### src/rtl/core/sdpm_pkg.sv
// ----------------------------------------------------------------------------
// sdpm_pkg
// Shared types and helpers for the stereo pixel match core: controller
// state, command and status bundles, and the RGB to gray conversion.
// ----------------------------------------------------------------------------
package sdpm_pkg;

	typedef enum logic [1:0] {
		ST_IDLE,
		ST_SCAN,
		ST_EMIT
	} ctrl_state_t;

	// Commands from the controller to the datapath.
	typedef struct packed {
		logic load;    // take the item into the windows
		logic step;    // compare one window entry
		logic emit;    // load result register, drop oldest pixel
	} dp_cmd_t;

	// Status from the datapath to the controller.
	typedef struct packed {
		logic need_scan;  // the offered item completes a window or ends the frame
		logic scan_last;  // current compare is the last of the window
		logic more;       // more pixels remain to flush after this result
	} dp_stat_t;

	localparam int unsigned GRAY_RECIP = 683;  // ceil(2^11 / 3)
	localparam int unsigned GRAY_SHIFT = 11;

	// floor((a+b+c)/3) as a multiply by a reciprocal; exact for sums up to 765.
	function automatic logic [7:0] gray_of(input logic [7:0] a, input logic [7:0] b,
			input logic [7:0] c);
		logic [9:0]  sum;
		logic [19:0] prod;
		sum  = 10'(a) + 10'(b) + 10'(c);
		prod = 20'(sum) * 20'(GRAY_RECIP);
		return prod[GRAY_SHIFT +: 8];
	endfunction

endpackage

### src/rtl/core/sdpm_pix_if.sv
// ----------------------------------------------------------------------------
// sdpm_pix_if
// Pixel pair channel: one left and one right RGB pixel plus frame end mark.
// ----------------------------------------------------------------------------
interface sdpm_pix_if;
	logic       valid;
	logic       ready;
	logic [7:0] left_ch0;
	logic [7:0] left_ch1;
	logic [7:0] left_ch2;
	logic [7:0] right_ch0;
	logic [7:0] right_ch1;
	logic [7:0] right_ch2;
	logic       frame_end;

	modport source (
		output valid, left_ch0, left_ch1, left_ch2,
		output right_ch0, right_ch1, right_ch2, frame_end,
		input  ready
	);

	modport sink (
		input  valid, left_ch0, left_ch1, left_ch2,
		input  right_ch0, right_ch1, right_ch2, frame_end,
		output ready
	);
endinterface

### src/rtl/core/sdpm_res_if.sv
// ----------------------------------------------------------------------------
// sdpm_res_if
// Result channel: best shift, its display value and end of frame mark.
// ----------------------------------------------------------------------------
interface sdpm_res_if;
	logic       valid;
	logic       ready;
	logic [4:0] shift_index;
	logic [7:0] stretched_value;
	logic       frame_last;

	modport source (
		output valid, shift_index, stretched_value, frame_last,
		input  ready
	);

	modport sink (
		input  valid, shift_index, stretched_value, frame_last,
		output ready
	);
endinterface

### src/rtl/core/stereo_disparity_pixel_match_core.sv
// ----------------------------------------------------------------------------
// stereo_disparity_pixel_match_core
// Single-pixel stereo matcher over a raster stream of left/right RGB pairs.
// ----------------------------------------------------------------------------
// Each item brings one left and one right pixel; both are reduced to gray as
// floor((ch0+ch1+ch2)/3). The right gray of pixel i is matched against the
// left grays of pixels i .. i+NUM_SHIFTS-1 (raster order, crossing row ends),
// and the first shift with the strictly smallest absolute difference (start
// minimum 255) is returned together with shift*(256/NUM_SHIFTS). An item that
// does not complete a window is only written into the windows. An item that
// brings the NUM_SHIFTS-th pending pixel is accepted, compared once per window
// entry through the single compare unit, and emitted. An item with frame_end
// set flushes every pending pixel; for each result the compare unit scans all
// pixels still pending, then the result is emitted and the oldest pixel is
// dropped. The last result of a flush has frame_last set. Results sit in an
// output register, so the next item is accepted while a result waits; the core
// stalls only when a new result must go out while the previous one is still
// held.
// ----------------------------------------------------------------------------
module stereo_disparity_pixel_match_core #(
	parameter int NUM_SHIFTS = 32
) (
	input  logic       clk,
	input  logic       arst_n,
	sdpm_pix_if.sink   pix,
	sdpm_res_if.source res
);
	import sdpm_pkg::*;

	dp_cmd_t  cmd;
	dp_stat_t stat;

	// Sequencer: hands out load, compare-step and emit commands.
	sdpm_ctrl u_ctrl (
		.clk       (clk),
		.arst_n    (arst_n),
		.in_valid  (pix.valid),
		.in_ready  (pix.ready),
		.out_valid (res.valid),
		.out_ready (res.ready),
		.stat      (stat),
		.cmd       (cmd)
	);

	// Windows, compare unit and result register.
	sdpm_datapath #(
		.NUM_SHIFTS (NUM_SHIFTS)
	) u_datapath (
		.clk             (clk),
		.arst_n          (arst_n),
		.cmd             (cmd),
		.stat            (stat),
		.left_ch0        (pix.left_ch0),
		.left_ch1        (pix.left_ch1),
		.left_ch2        (pix.left_ch2),
		.right_ch0       (pix.right_ch0),
		.right_ch1       (pix.right_ch1),
		.right_ch2       (pix.right_ch2),
		.frame_end       (pix.frame_end),
		.shift_index     (res.shift_index),
		.stretched_value (res.stretched_value),
		.frame_last      (res.frame_last)
	);

endmodule

### src/rtl/core/sdpm_datapath.sv
// ----------------------------------------------------------------------------
// sdpm_datapath
// Gray windows, pending count, the single compare unit that scans the
// window, and the result register.
// ----------------------------------------------------------------------------
module sdpm_datapath #(
	parameter int NUM_SHIFTS = 32
) (
	input  logic              clk,
	input  logic              arst_n,
	input  sdpm_pkg::dp_cmd_t cmd,
	output sdpm_pkg::dp_stat_t stat,
	input  logic [7:0]        left_ch0,
	input  logic [7:0]        left_ch1,
	input  logic [7:0]        left_ch2,
	input  logic [7:0]        right_ch0,
	input  logic [7:0]        right_ch1,
	input  logic [7:0]        right_ch2,
	input  logic              frame_end,
	output logic [4:0]        shift_index,
	output logic [7:0]        stretched_value,
	output logic              frame_last
);
	import sdpm_pkg::*;

	localparam int IDX_W = $clog2(NUM_SHIFTS);
	localparam int CNT_W = $clog2(NUM_SHIFTS + 1);
	localparam logic [8:0] STRETCH = 9'(256 / NUM_SHIFTS);

	logic [7:0]       lwin_q [NUM_SHIFTS];
	logic [7:0]       rwin_q [NUM_SHIFTS];
	logic [CNT_W-1:0] fill_q;
	logic             flush_q;
	logic [IDX_W-1:0] j_q;
	logic [IDX_W-1:0] best_q;
	logic [7:0]       min_q;

	logic [7:0]  lgray, rgray;
	logic [7:0]  lcur, rref, diff;
	logic [16:0] stretch_prod;
	logic [15:0] best_ext;

	assign lgray = gray_of(left_ch0, left_ch1, left_ch2);
	assign rgray = gray_of(right_ch0, right_ch1, right_ch2);

	assign lcur = lwin_q[j_q];
	assign rref = rwin_q[0];
	assign diff = (lcur > rref) ? (lcur - rref) : (rref - lcur);

	assign best_ext     = 16'(best_q);
	assign stretch_prod = 17'(best_q) * 17'(STRETCH);

	always_comb begin
		stat.need_scan = frame_end || (fill_q == CNT_W'(NUM_SHIFTS - 1));
		stat.scan_last = (CNT_W'(j_q) == fill_q - CNT_W'(1));
		stat.more      = flush_q && (fill_q != CNT_W'(1));
	end

	// Windows: write at the fill position, shift down on drop.
	always_ff @(posedge clk) begin
		if (cmd.load) begin
			lwin_q[fill_q[IDX_W-1:0]] <= lgray;
			rwin_q[fill_q[IDX_W-1:0]] <= rgray;
		end else if (cmd.emit) begin
			for (int k = 0; k < NUM_SHIFTS - 1; k++) begin
				lwin_q[k] <= lwin_q[k+1];
				rwin_q[k] <= rwin_q[k+1];
			end
		end
	end

	always_ff @(posedge clk or negedge arst_n) begin
		if (!arst_n) begin
			fill_q  <= '0;
			flush_q <= 1'b0;
		end else if (cmd.load) begin
			fill_q  <= fill_q + CNT_W'(1);
			flush_q <= frame_end;
		end else if (cmd.emit) begin
			fill_q <= fill_q - CNT_W'(1);
			if (!stat.more) begin
				flush_q <= 1'b0;
			end
		end
	end

	// Scan state: restart on load and after each result.
	always_ff @(posedge clk) begin
		if (cmd.load || cmd.emit) begin
			j_q    <= '0;
			best_q <= '0;
			min_q  <= 8'hFF;
		end else if (cmd.step) begin
			j_q <= j_q + IDX_W'(1);
			if (diff < min_q) begin
				min_q  <= diff;
				best_q <= j_q;
			end
		end
	end

	always_ff @(posedge clk) begin
		if (cmd.emit) begin
			shift_index     <= best_ext[4:0];
			stretched_value <= stretch_prod[7:0];
			frame_last      <= flush_q && (fill_q == CNT_W'(1));
		end
	end

endmodule

### src/rtl/core/sdpm_ctrl.sv
// ----------------------------------------------------------------------------
// sdpm_ctrl
// Sequencer for the pixel match core: accept, scan the window, emit.
// ----------------------------------------------------------------------------
module sdpm_ctrl (
	input  logic               clk,
	input  logic               arst_n,
	input  logic               in_valid,
	output logic               in_ready,
	output logic               out_valid,
	input  logic               out_ready,
	input  sdpm_pkg::dp_stat_t stat,
	output sdpm_pkg::dp_cmd_t  cmd
);
	import sdpm_pkg::*;

	ctrl_state_t state_q, state_next;
	logic        out_valid_q;
	logic        out_free;

	assign out_free  = !out_valid_q || out_ready;
	assign out_valid = out_valid_q;

	always_comb begin
		state_next = state_q;
		unique case (state_q)
			ST_IDLE: begin
				if (in_valid && stat.need_scan) begin
					state_next = ST_SCAN;
				end
			end
			ST_SCAN: begin
				if (stat.scan_last) begin
					state_next = ST_EMIT;
				end
			end
			ST_EMIT: begin
				if (out_free) begin
					state_next = stat.more ? ST_SCAN : ST_IDLE;
				end
			end
			default: state_next = ST_IDLE;
		endcase
	end

	always_comb begin
		in_ready = 1'b0;
		cmd      = '0;
		unique case (state_q)
			ST_IDLE: begin
				in_ready = 1'b1;
				cmd.load = in_valid;
			end
			ST_SCAN: cmd.step = 1'b1;
			ST_EMIT: cmd.emit = out_free;
			default: ;
		endcase
	end

	always_ff @(posedge clk or negedge arst_n) begin
		if (!arst_n) begin
			state_q     <= ST_IDLE;
			out_valid_q <= 1'b0;
		end else begin
			state_q <= state_next;
			if (cmd.emit) begin
				out_valid_q <= 1'b1;
			end else if (out_ready) begin
				out_valid_q <= 1'b0;
			end
		end
	end

endmodule
### src/flat_wrapper.sv
// flat-port wrapper written by rule: the top's interface ports become plain ports
module stereo_disparity_pixel_match_core_flat import sdpm_pkg::*;
#(
	parameter int NUM_SHIFTS = 32
)
  (clk, arst_n, pix_valid, pix_left_ch0, pix_left_ch1, pix_left_ch2, pix_right_ch0, pix_right_ch1, pix_right_ch2, pix_frame_end, pix_ready, res_valid, res_shift_index, res_stretched_value, res_frame_last, res_ready);
  sdpm_pix_if pix_i ();
  sdpm_res_if res_i ();
  input  logic clk;
  input  logic arst_n;
  input wire logic [$bits(pix_i.valid)-1:0] pix_valid;
  input wire logic [$bits(pix_i.left_ch0)-1:0] pix_left_ch0;
  input wire logic [$bits(pix_i.left_ch1)-1:0] pix_left_ch1;
  input wire logic [$bits(pix_i.left_ch2)-1:0] pix_left_ch2;
  input wire logic [$bits(pix_i.right_ch0)-1:0] pix_right_ch0;
  input wire logic [$bits(pix_i.right_ch1)-1:0] pix_right_ch1;
  input wire logic [$bits(pix_i.right_ch2)-1:0] pix_right_ch2;
  input wire logic [$bits(pix_i.frame_end)-1:0] pix_frame_end;
  output wire logic [$bits(pix_i.ready)-1:0] pix_ready;
  output wire logic [$bits(res_i.valid)-1:0] res_valid;
  output wire logic [$bits(res_i.shift_index)-1:0] res_shift_index;
  output wire logic [$bits(res_i.stretched_value)-1:0] res_stretched_value;
  output wire logic [$bits(res_i.frame_last)-1:0] res_frame_last;
  input wire logic [$bits(res_i.ready)-1:0] res_ready;
  assign pix_i.valid = pix_valid;
  assign pix_i.left_ch0 = pix_left_ch0;
  assign pix_i.left_ch1 = pix_left_ch1;
  assign pix_i.left_ch2 = pix_left_ch2;
  assign pix_i.right_ch0 = pix_right_ch0;
  assign pix_i.right_ch1 = pix_right_ch1;
  assign pix_i.right_ch2 = pix_right_ch2;
  assign pix_i.frame_end = pix_frame_end;
  assign pix_ready = pix_i.ready;
  assign res_valid = res_i.valid;
  assign res_shift_index = res_i.shift_index;
  assign res_stretched_value = res_i.stretched_value;
  assign res_frame_last = res_i.frame_last;
  assign res_i.ready = res_ready;
  stereo_disparity_pixel_match_core #(.NUM_SHIFTS(NUM_SHIFTS)) u_core (.clk(clk), .arst_n(arst_n), .pix(pix_i), .res(res_i));
endmodule
### config.mk
export PLATFORM = sky130hd
export DESIGN_NAME = stereo_disparity_pixel_match_core_flat
export DESIGN_NICKNAME = d
export VERILOG_FILES = /design/src/rtl/core/sdpm_pkg.sv /design/src/rtl/core/sdpm_pix_if.sv /design/src/rtl/core/sdpm_res_if.sv /design/src/rtl/core/stereo_disparity_pixel_match_core.sv /design/src/rtl/core/sdpm_datapath.sv /design/src/rtl/core/sdpm_ctrl.sv /design/src/flat_wrapper.sv
export SDC_FILE = /design/constraint.sdc
export NUM_CORES = 1
export LEC_CHECK = 0
export BUFFER_PORTS_ARGS = -buffer_cell sky130_fd_sc_hd__buf_2
export CORE_UTILIZATION = 55
export CTS_CLUSTER_SIZE = 8
export DETAILED_ROUTE_END_ITERATION = 8
export GPL_TIMING_DRIVEN = 1
export PLACE_DENSITY = 0.79
export SLEW_MARGIN = 10
export SYNTH_ARGS = -nofsm -noshare
export SYNTH_HDL_FRONTEND = slang
export SYNTH_SLANG_ARGS = --single-unit
### constraint.sdc
create_clock -name clk -period 7 [get_ports clk]
set_clock_uncertainty 0.15 [all_clocks]
set_input_delay 0.35 -clock clk [delete_from_list [all_inputs] [get_ports clk]]
set_output_delay 0.35 -clock clk [all_outputs]
set_load 0.02 [all_outputs]
==> impl_results.md, run 1 <==
- Status: finished clean
- Max_slew headroom: 0.335
- Total CTS buffers: 79
- Crit. End Element: register
- Final setup margin: a little over 0.3 ns
- Dpl hpwl: 38.9 mm
- Crit Path Max Fanout: 8
- DIE WIDTH: 232 um
- Final Util: 0.641
- Final GP Congestion: 0.877
- Flops & latches, synth: 551
- GRT overflow: 0
- Number of global-route vias before repair: 18.5k
- Core area: 51700 sq um
- H-tree depth: 3
- Flop2flop setup slack: 0.54 ns
- Max Freq: around 150 MHz
- Startpoint types: primary input
- Crit Path Class: in -> reg
- Fin. max-slew vios: 0
- Post-synthesis sequential area ratio: 0.560
- WL per Instance: about 20 um
- Max Cap Viol: 0
- Die Footprint: 53800 sq um
- Final Hold Fails: 0
- Mean Syn Cell Area: 13.6 sq um
- Synthesized area: between 20000 and 30000 sq um
- CP required: between 7 and 8 ns
- CTS Buffer Depth: 3
- Remaining antenna violation count after routing: 0
- Nets: 2527
- First-pass GRT wire length: 95.0 mm
- Vias: 17.9k
- Crit share post-route: 0.956
- Largest net degree at the start of global routing: between 200 and 250
- Port bufs: 65
- DRT iter0 DRCs: 1575
- Ys async rst share: 0.0181
- Die H: 232 um
- Mapped Cells: 2137
- RSZ-0062 raised after global routing: no
- DRC Markers: 0
- Root Buffer: clkbuf_16
- Initial antenna violation count: 0
- Synth Flop Type: edfxtp_1
- Yosys cell types: between 60 and 70
- CTS Sinks: 551
- Via-per-instance ratio: 6.04
- Ant diodes: 0
- DR pass1 iterations: 5
- Share of cells above drive strength 1: 0.179
- Worst-Skew Late Latency: 0.59 ns
- Routed WL: 59.3 mm
- Synth Warn #: 0
- Pre-CTS WS: -0.763 ns
- Layout area overhead: 14.1%
- Worst hold path type: reg -> reg
- Setup violators final: 0
- Clock-pin slew on the worst setup and hold paths: 0.05 ns
- Period minus WS final: 6.69 ns
- Starting Density: 0.562
- EDFF count, synth: 518
- Top Ports: 69
- Slew @ Worst Pin: between 0.9 and 1 ns
- Row count: 83
- GRT Util Overall: 0.222
- Dpl cells: 2844
- Critical path arrival: 6.99 ns
- Final non-filler cell total: 2959
- TritonCTS clock tree: yes
[metrics by stage]
| step | cell area [sq um] | setup TNS (ns) | hold WS (ns) |
|---|---|---|---|
| finish | 33100 | 0 | 0.284 |
| global route | 33100 | 0 | 0.293 |
| CTS | 33000 | 0 | 0.284 |
| detailed placement | 30800 | -130.66 | 0.0719 |
| global placement | 30800 | -65.90 | 0.0681 |
| floorplan | 29100 | 0 | -0.0956 |
[logic make-up after synthesis]
family          share of synthesized area
compound gates                      0.165
xor+xnor                           0.0181
fa+ha+maj                           0.107
buf+inv                            0.0406
flops                               0.560
mux                                0.0725
other cells                      0.000129
simple gates                       0.0378
[worst paths after layout]
check,start,end,depth (start not counted)
setup / recovery,pix_right_ch0[1],u_core.u_datapath.rwin_q[25][7]$_DFFE_PP_,26
hold / removal,u_core.u_datapath.best_q[4]$_SDFFE_PP0P_,u_core.u_datapath.shift_index[4]$_DFFE_PP_,0
setup reg to reg,register,u_core.u_datapath.min_q[7]$_SDFFE_PP1P_,22
hold reg to reg,u_core.u_datapath.best_q[4]$_SDFFE_PP0P_,u_core.u_datapath.shift_index[4]$_DFFE_PP_,0
max in group asynchronous,arst_n,u_core.u_ctrl.state_q[0]$_DFFE_PN0P_,3
min in group asynchronous,arst_n,u_core.u_ctrl.out_valid$_DFFE_PN0P_,3
[area by class of cell]
| cell class | count | area, sq um |
|---|---|---|
| clock inverters | 6 | 55.1 |
| flip-flops and latches | 551 | 16300 |
| clock buffers | 96 | 2080 |
| inverters | 130 | 495 |
| multi-input cells | 1295 | 11700 |
| fillers | 3665 | 18600 |
| repair buffers | 201 | 1650 |
| well taps | 680 | 851 |
[registers in the layout, summed over array words and instances (netlist names), 2 cells and up, named ones only]
register / cells
u_core.u_datapath.min_q: 8
u_core.u_datapath.fill_q: 6
u_core.u_datapath.lwin_q: 256
u_core.u_datapath.best_q: 5
u_core.u_datapath.rwin_q: 256
u_core.u_datapath.j_q: 5
u_core.u_ctrl.state_q: 2
u_core.u_datapath.shift_index: 5
[repair_timing]
action                                 in CTS  in global routing
resized for setup                           2                 12
pin swaps                                   1                 19
endpoints found under the hold margin      14                  0
setup buffers                               0                  5
setup endpoints to repair                  31                220
gates cloned                                1                  3
hold buffers                                5                  0
[cell usage in the layout, fill, tap and decap left out, types with 38 or more instances in the layout]
master,count
edfxtp_1,518
a21o_1,448
ha_1,161
inv_1,129
buf_4,108
clkbuf_16,83
mux4_2,80
nor2_1,78
nand2_1,75
buf_2,65
o21ai_0,52
fa_1,52
xnor2_1,38
[per-layer routing]
metal  track usage  wire, um  up-vias
li1              -         -     8175
met1         0.284     24000     9079
met2         0.393     31100      545
met3        0.0334      3210       87
met4        0.0611      1010        0
met5             0         0        -
[critical path, cell delays in order]
cell and delay (ns):
buf_2 0.11, fa_1 0.48, ha_2 0.21, fa_2 0.35
a21o_1 0.20, a21oi_2 0.16, o21bai_1 0.12, a21oi_1 0.16
xnor2_1 0.16, ha_1 0.30, ha_4 0.28, fa_1 0.43
fa_1 0.51, inv_1 0.06, fa_1 0.53, inv_1 0.04
ha_1 0.30, and3_4 0.18, a221o_1 0.30, a221oi_2 0.30
o31a_2 0.22, o21ai_4 0.10, o31ai_4 0.31, mux2i_4 0.48
clkbuf_16 0.25, a21o_1 0.10
[synth_stat cells (all sizes together) (9+ instances only)]
master,count,area (sq um)
mux4,80,1800
buf,57,290
and2,16,100
o21ai,86,445
xnor2,39,342
inv,130,488
nand2,75,282
a21o,448,3360
nor2,79,297
xor2,21,184
nor2b,9,56.3
o211ai,10,75.1
mux2i,27,270
a21oi,37,185
a211oi,9,67.6
clkbuf,107,402
dfrtp,10,250
nor3,13,75.1
fa,53,1060
ha,163,2040
dfxtp,23,460
o21a,9,68.8
o31ai,34,269
edfxtp,518,15600
Power of run 1 is left out: the tool's default activity adds up to more than one toggle a clock period on the data nets, which glitch-free logic cannot reach.
==> inputs of run 2 (changes only) <==
--- a/config.mk
+++ b/config.mk
@@ -6,6 +6,7 @@
 export NUM_CORES = 1
 export LEC_CHECK = 0
 export BUFFER_PORTS_ARGS = -buffer_cell sky130_fd_sc_hd__buf_2
+export CORE_MARGIN = 2
 export CORE_UTILIZATION = 55
 export CTS_CLUSTER_SIZE = 8
 export DETAILED_ROUTE_END_ITERATION = 8
==> constraint.sdc (replaced) <==
create_clock -name clk -period 7 [get_ports clk]
set_clock_uncertainty 0.15 [all_clocks]
set_input_delay 0.35 -clock clk [delete_from_list [all_inputs] [get_ports clk]]
set_output_delay 0.35 -clock clk [all_outputs]
set_load 0.1 [all_outputs]
==> impl_results.md, run 2 (synthesis gave the netlist of run 1 again) <==
- Setup violators final: 0 (unchanged)
- Largest net degree at the start of global routing: 169 (was 206)
- Top Ports: 69 (unchanged)
- CTS Sinks: 551 (unchanged)
- Max_slew headroom: 0.431 (was 0.335)
- Final Util: 0.631 (was 0.641)
- Layout area overhead: 13.8% (was 14.1%)
- DR pass1 iterations: 5 (unchanged)
- Die Footprint: 54700 sq um (was 53800 sq um)
- Via-per-instance ratio: 6.08 (was 6.04)
- CP required: 7.32 ns (was 7.30 ns)
- Fin. max-slew vios: 0 (unchanged)
- WL per Instance: 20.0 um (about the same)
- Total CTS buffers: 78 (was 79)
- Remaining antenna violation count after routing: 0 (unchanged)
- First-pass GRT wire length: 96.2 mm (was 95.0 mm)
- TritonCTS clock tree: yes (unchanged)
- Largest stage delay on the critical path: 0.55 ns (was 0.53 ns)
- RSZ-0062 raised after global routing: yes (was no)
- Critical path arrival: 7.06 ns (was 6.99 ns)
- Worst path bufs/invs: 4 (unchanged)
- Crit Path Class: in -> reg (unchanged)
- Fillers: 3660 (was 3665)
- Initial antenna violation count: 0 (unchanged)
- Family with the most delay on the worst path: adder cells (unchanged)
- Final GP Congestion: 0.849 (was 0.877)
- Core area: 52400 sq um (was 51700 sq um)
- Worst-Skew Late Latency: 0.61 ns (was 0.59 ns)
- Row count: 84 (was 83)
- Most frequent cells in the layout: edfxtp_1, a21o_1, ha_1 (unchanged)
- Share of cells above drive strength 1: 0.175 (was 0.179)
- Nets: 2516 (was 2527)
- Crit Path Max Fanout: 8 (unchanged)
- Most common cell after layout, fill and taps aside: edfxtp_1 (unchanged)
- GRT overflow: 0 (unchanged)
- DRC Markers: 0 (unchanged)
- Largest regs: u_core.u_datapath.lwin_q: 256 flops, u_core.u_datapath.rwin_q: 256 flops, u_core.u_datapath.min_q: 8 flops (unchanged)
- CTS Buffer Depth: 3 (unchanged)
- Max Cap Viol: 0 (unchanged)
- Routed WL: 59.2 mm (was 59.3 mm)
- Startpoint types: primary input (unchanged)
- Die H: 234 um (was 232 um)
- Port bufs: 65 (unchanged)
- GRT Util Overall: 0.221 (was 0.222)
- Dpl hpwl: 38.9 mm (about the same)
- DIE WIDTH: 234 um (was 232 um)
- Starting Density: 0.554 (was 0.562)
- Number of global-route vias before repair: 18.8k (was 18.5k)
- Clock-pin slew on the worst setup and hold paths: 0.05 ns (about the same)
- H-tree depth: 3 (unchanged)
- Vias: 18.0k (was 17.9k)
- Worst hold path type: in -> reg (was reg -> reg)
- CP max-delay cell: fa_1 (unchanged)
- Status: finished clean (unchanged)
- Max Freq: 148 MHz (was 149 MHz)
- Slew @ Worst Pin: 0.853 ns (was 0.997 ns)
- Crit path top cell by count: fa_1 (unchanged)
- DRT iter0 DRCs: 1563 (was 1575)
- Root Buffer: clkbuf_16 (unchanged)
- Crit share post-route: 0.964 (was 0.956)
- Final Hold Fails: 0 (unchanged)
- Period minus WS final: 6.75 ns (was 6.69 ns)
- Ant diodes: 0 (unchanged)
- Crit. End Element: register (unchanged)
==> run 2: cell types whose count changed in the layout (fill, tap and decap cells not counted), sizes merged <==
cell         change
nor3             -1
buf              -8
clkbuf           -2
dlygate4sd3      -1
clkinv           -1
inv              +2
==> run 2: timing repair <==
item,CTS,global route
gates resized for setup,0,17
hold endpoints to repair,13,0
endpoints found under the setup margin,0,317
buffers inserted,0,3
hold buffers,4,0
==> run 2: worst paths after layout <==
| kind | startpoint | endpoint | slack, ns | cells after the start |
|---|---|---|---|---|
| worst max-delay path | pix_right_ch0[1] | u_core.u_datapath.rwin_q[2][7]$_DFFE_PP_ | 0.25 | 26 |
| worst min-delay path | pix_valid | u_core.u_datapath.fill_q[1]$_DFFE_PN0P_ | 0.05 | 4 |
| worst max register to register | register | u_core.u_datapath.min_q[4]$_SDFFE_PP1P_ | 0.48 | 20 |
| worst min register to register | u_core.u_datapath.best_q[1]$_SDFFE_PP0P_ | u_core.u_datapath.shift_index[1]$_DFFE_PP_ | 0.28 | 0 |
| max in group asynchronous | arst_n | u_core.u_datapath.fill_q[1]$_DFFE_PN0P_ | 5.76 | 3 |
| min in group asynchronous | arst_n | u_core.u_datapath.fill_q[0]$_DFFE_PN0P_ | 0.62 | 3 |
==> run 2: per-layer routing <==
metal | vias to the layer above | track usage | wire length, um
met5 | - | 0 | 0
met4 | 0 | 0.0765 | 1420
met3 | 120 | 0.0353 | 3610
met2 | 572 | 0.391 | 30900
met1 | 9113 | 0.277 | 23200
li1 | 8168 | - | -
==> run 2: cell type report <==
class / count / area (sq um) / area share
Clock buffer: 94 / 2010 / 0.0608
Clock inverter: 7 / 139 / 0.00420
Inverter: 130 / 495 / 0.0150
Multi-Input combinational cell: 1294 / 11700 / 0.355
Sequential cell: 551 / 16300 / 0.492
Tap cell: 688 / 861 / 0.0260
Timing Repair Buffer: 192 / 1570 / 0.0473
==> run 2: stage by stage <==
stage / instance area [sq um] / setup WS (ns) / setup TNS (ns) / cells / hold slack (ns)
2_1_floorplan: 29100 / 0.0455 / 0 / 2139 / -0.0956
3_3_place_gp: 30700 / -0.288 / -51.60 / 2845 / 0.0665
3_5_place_dp: 30700 / -0.493 / -141.22 / 2845 / 0.0713
4_1_cts: 32900 / 0.138 / 0 / 2950 / 0.0140
5_1_grt: 33100 / -0.0406 / -0.632 / 2956 / 0.0683
6_report: 33100 / 0.251 / 0 / 2956 / 0.0478
==> run 2: worst reg2reg max path, stage by stage, from the launching register on <==
cell       delay (ns)
dfxtp_4          0.67
buf_4            0.29
mux4_2           0.56
mux4_2           0.55
mux2i_1          0.30
inv_1            0.08
ha_1             0.37
a21oi_1          0.20
a21oi_1          0.15
o31ai_1          0.36
buf_4            0.22
mux2i_1          0.30
o2111ai_1        0.16
o21ai_0          0.21
xor2_1           0.26
inv_1            0.07
ha_1             0.29
a211oi_1         0.25
nand2_1          0.48
mux2i_1          0.35
nand2_1          0.09
Power of run 2 is left out for the same reason.
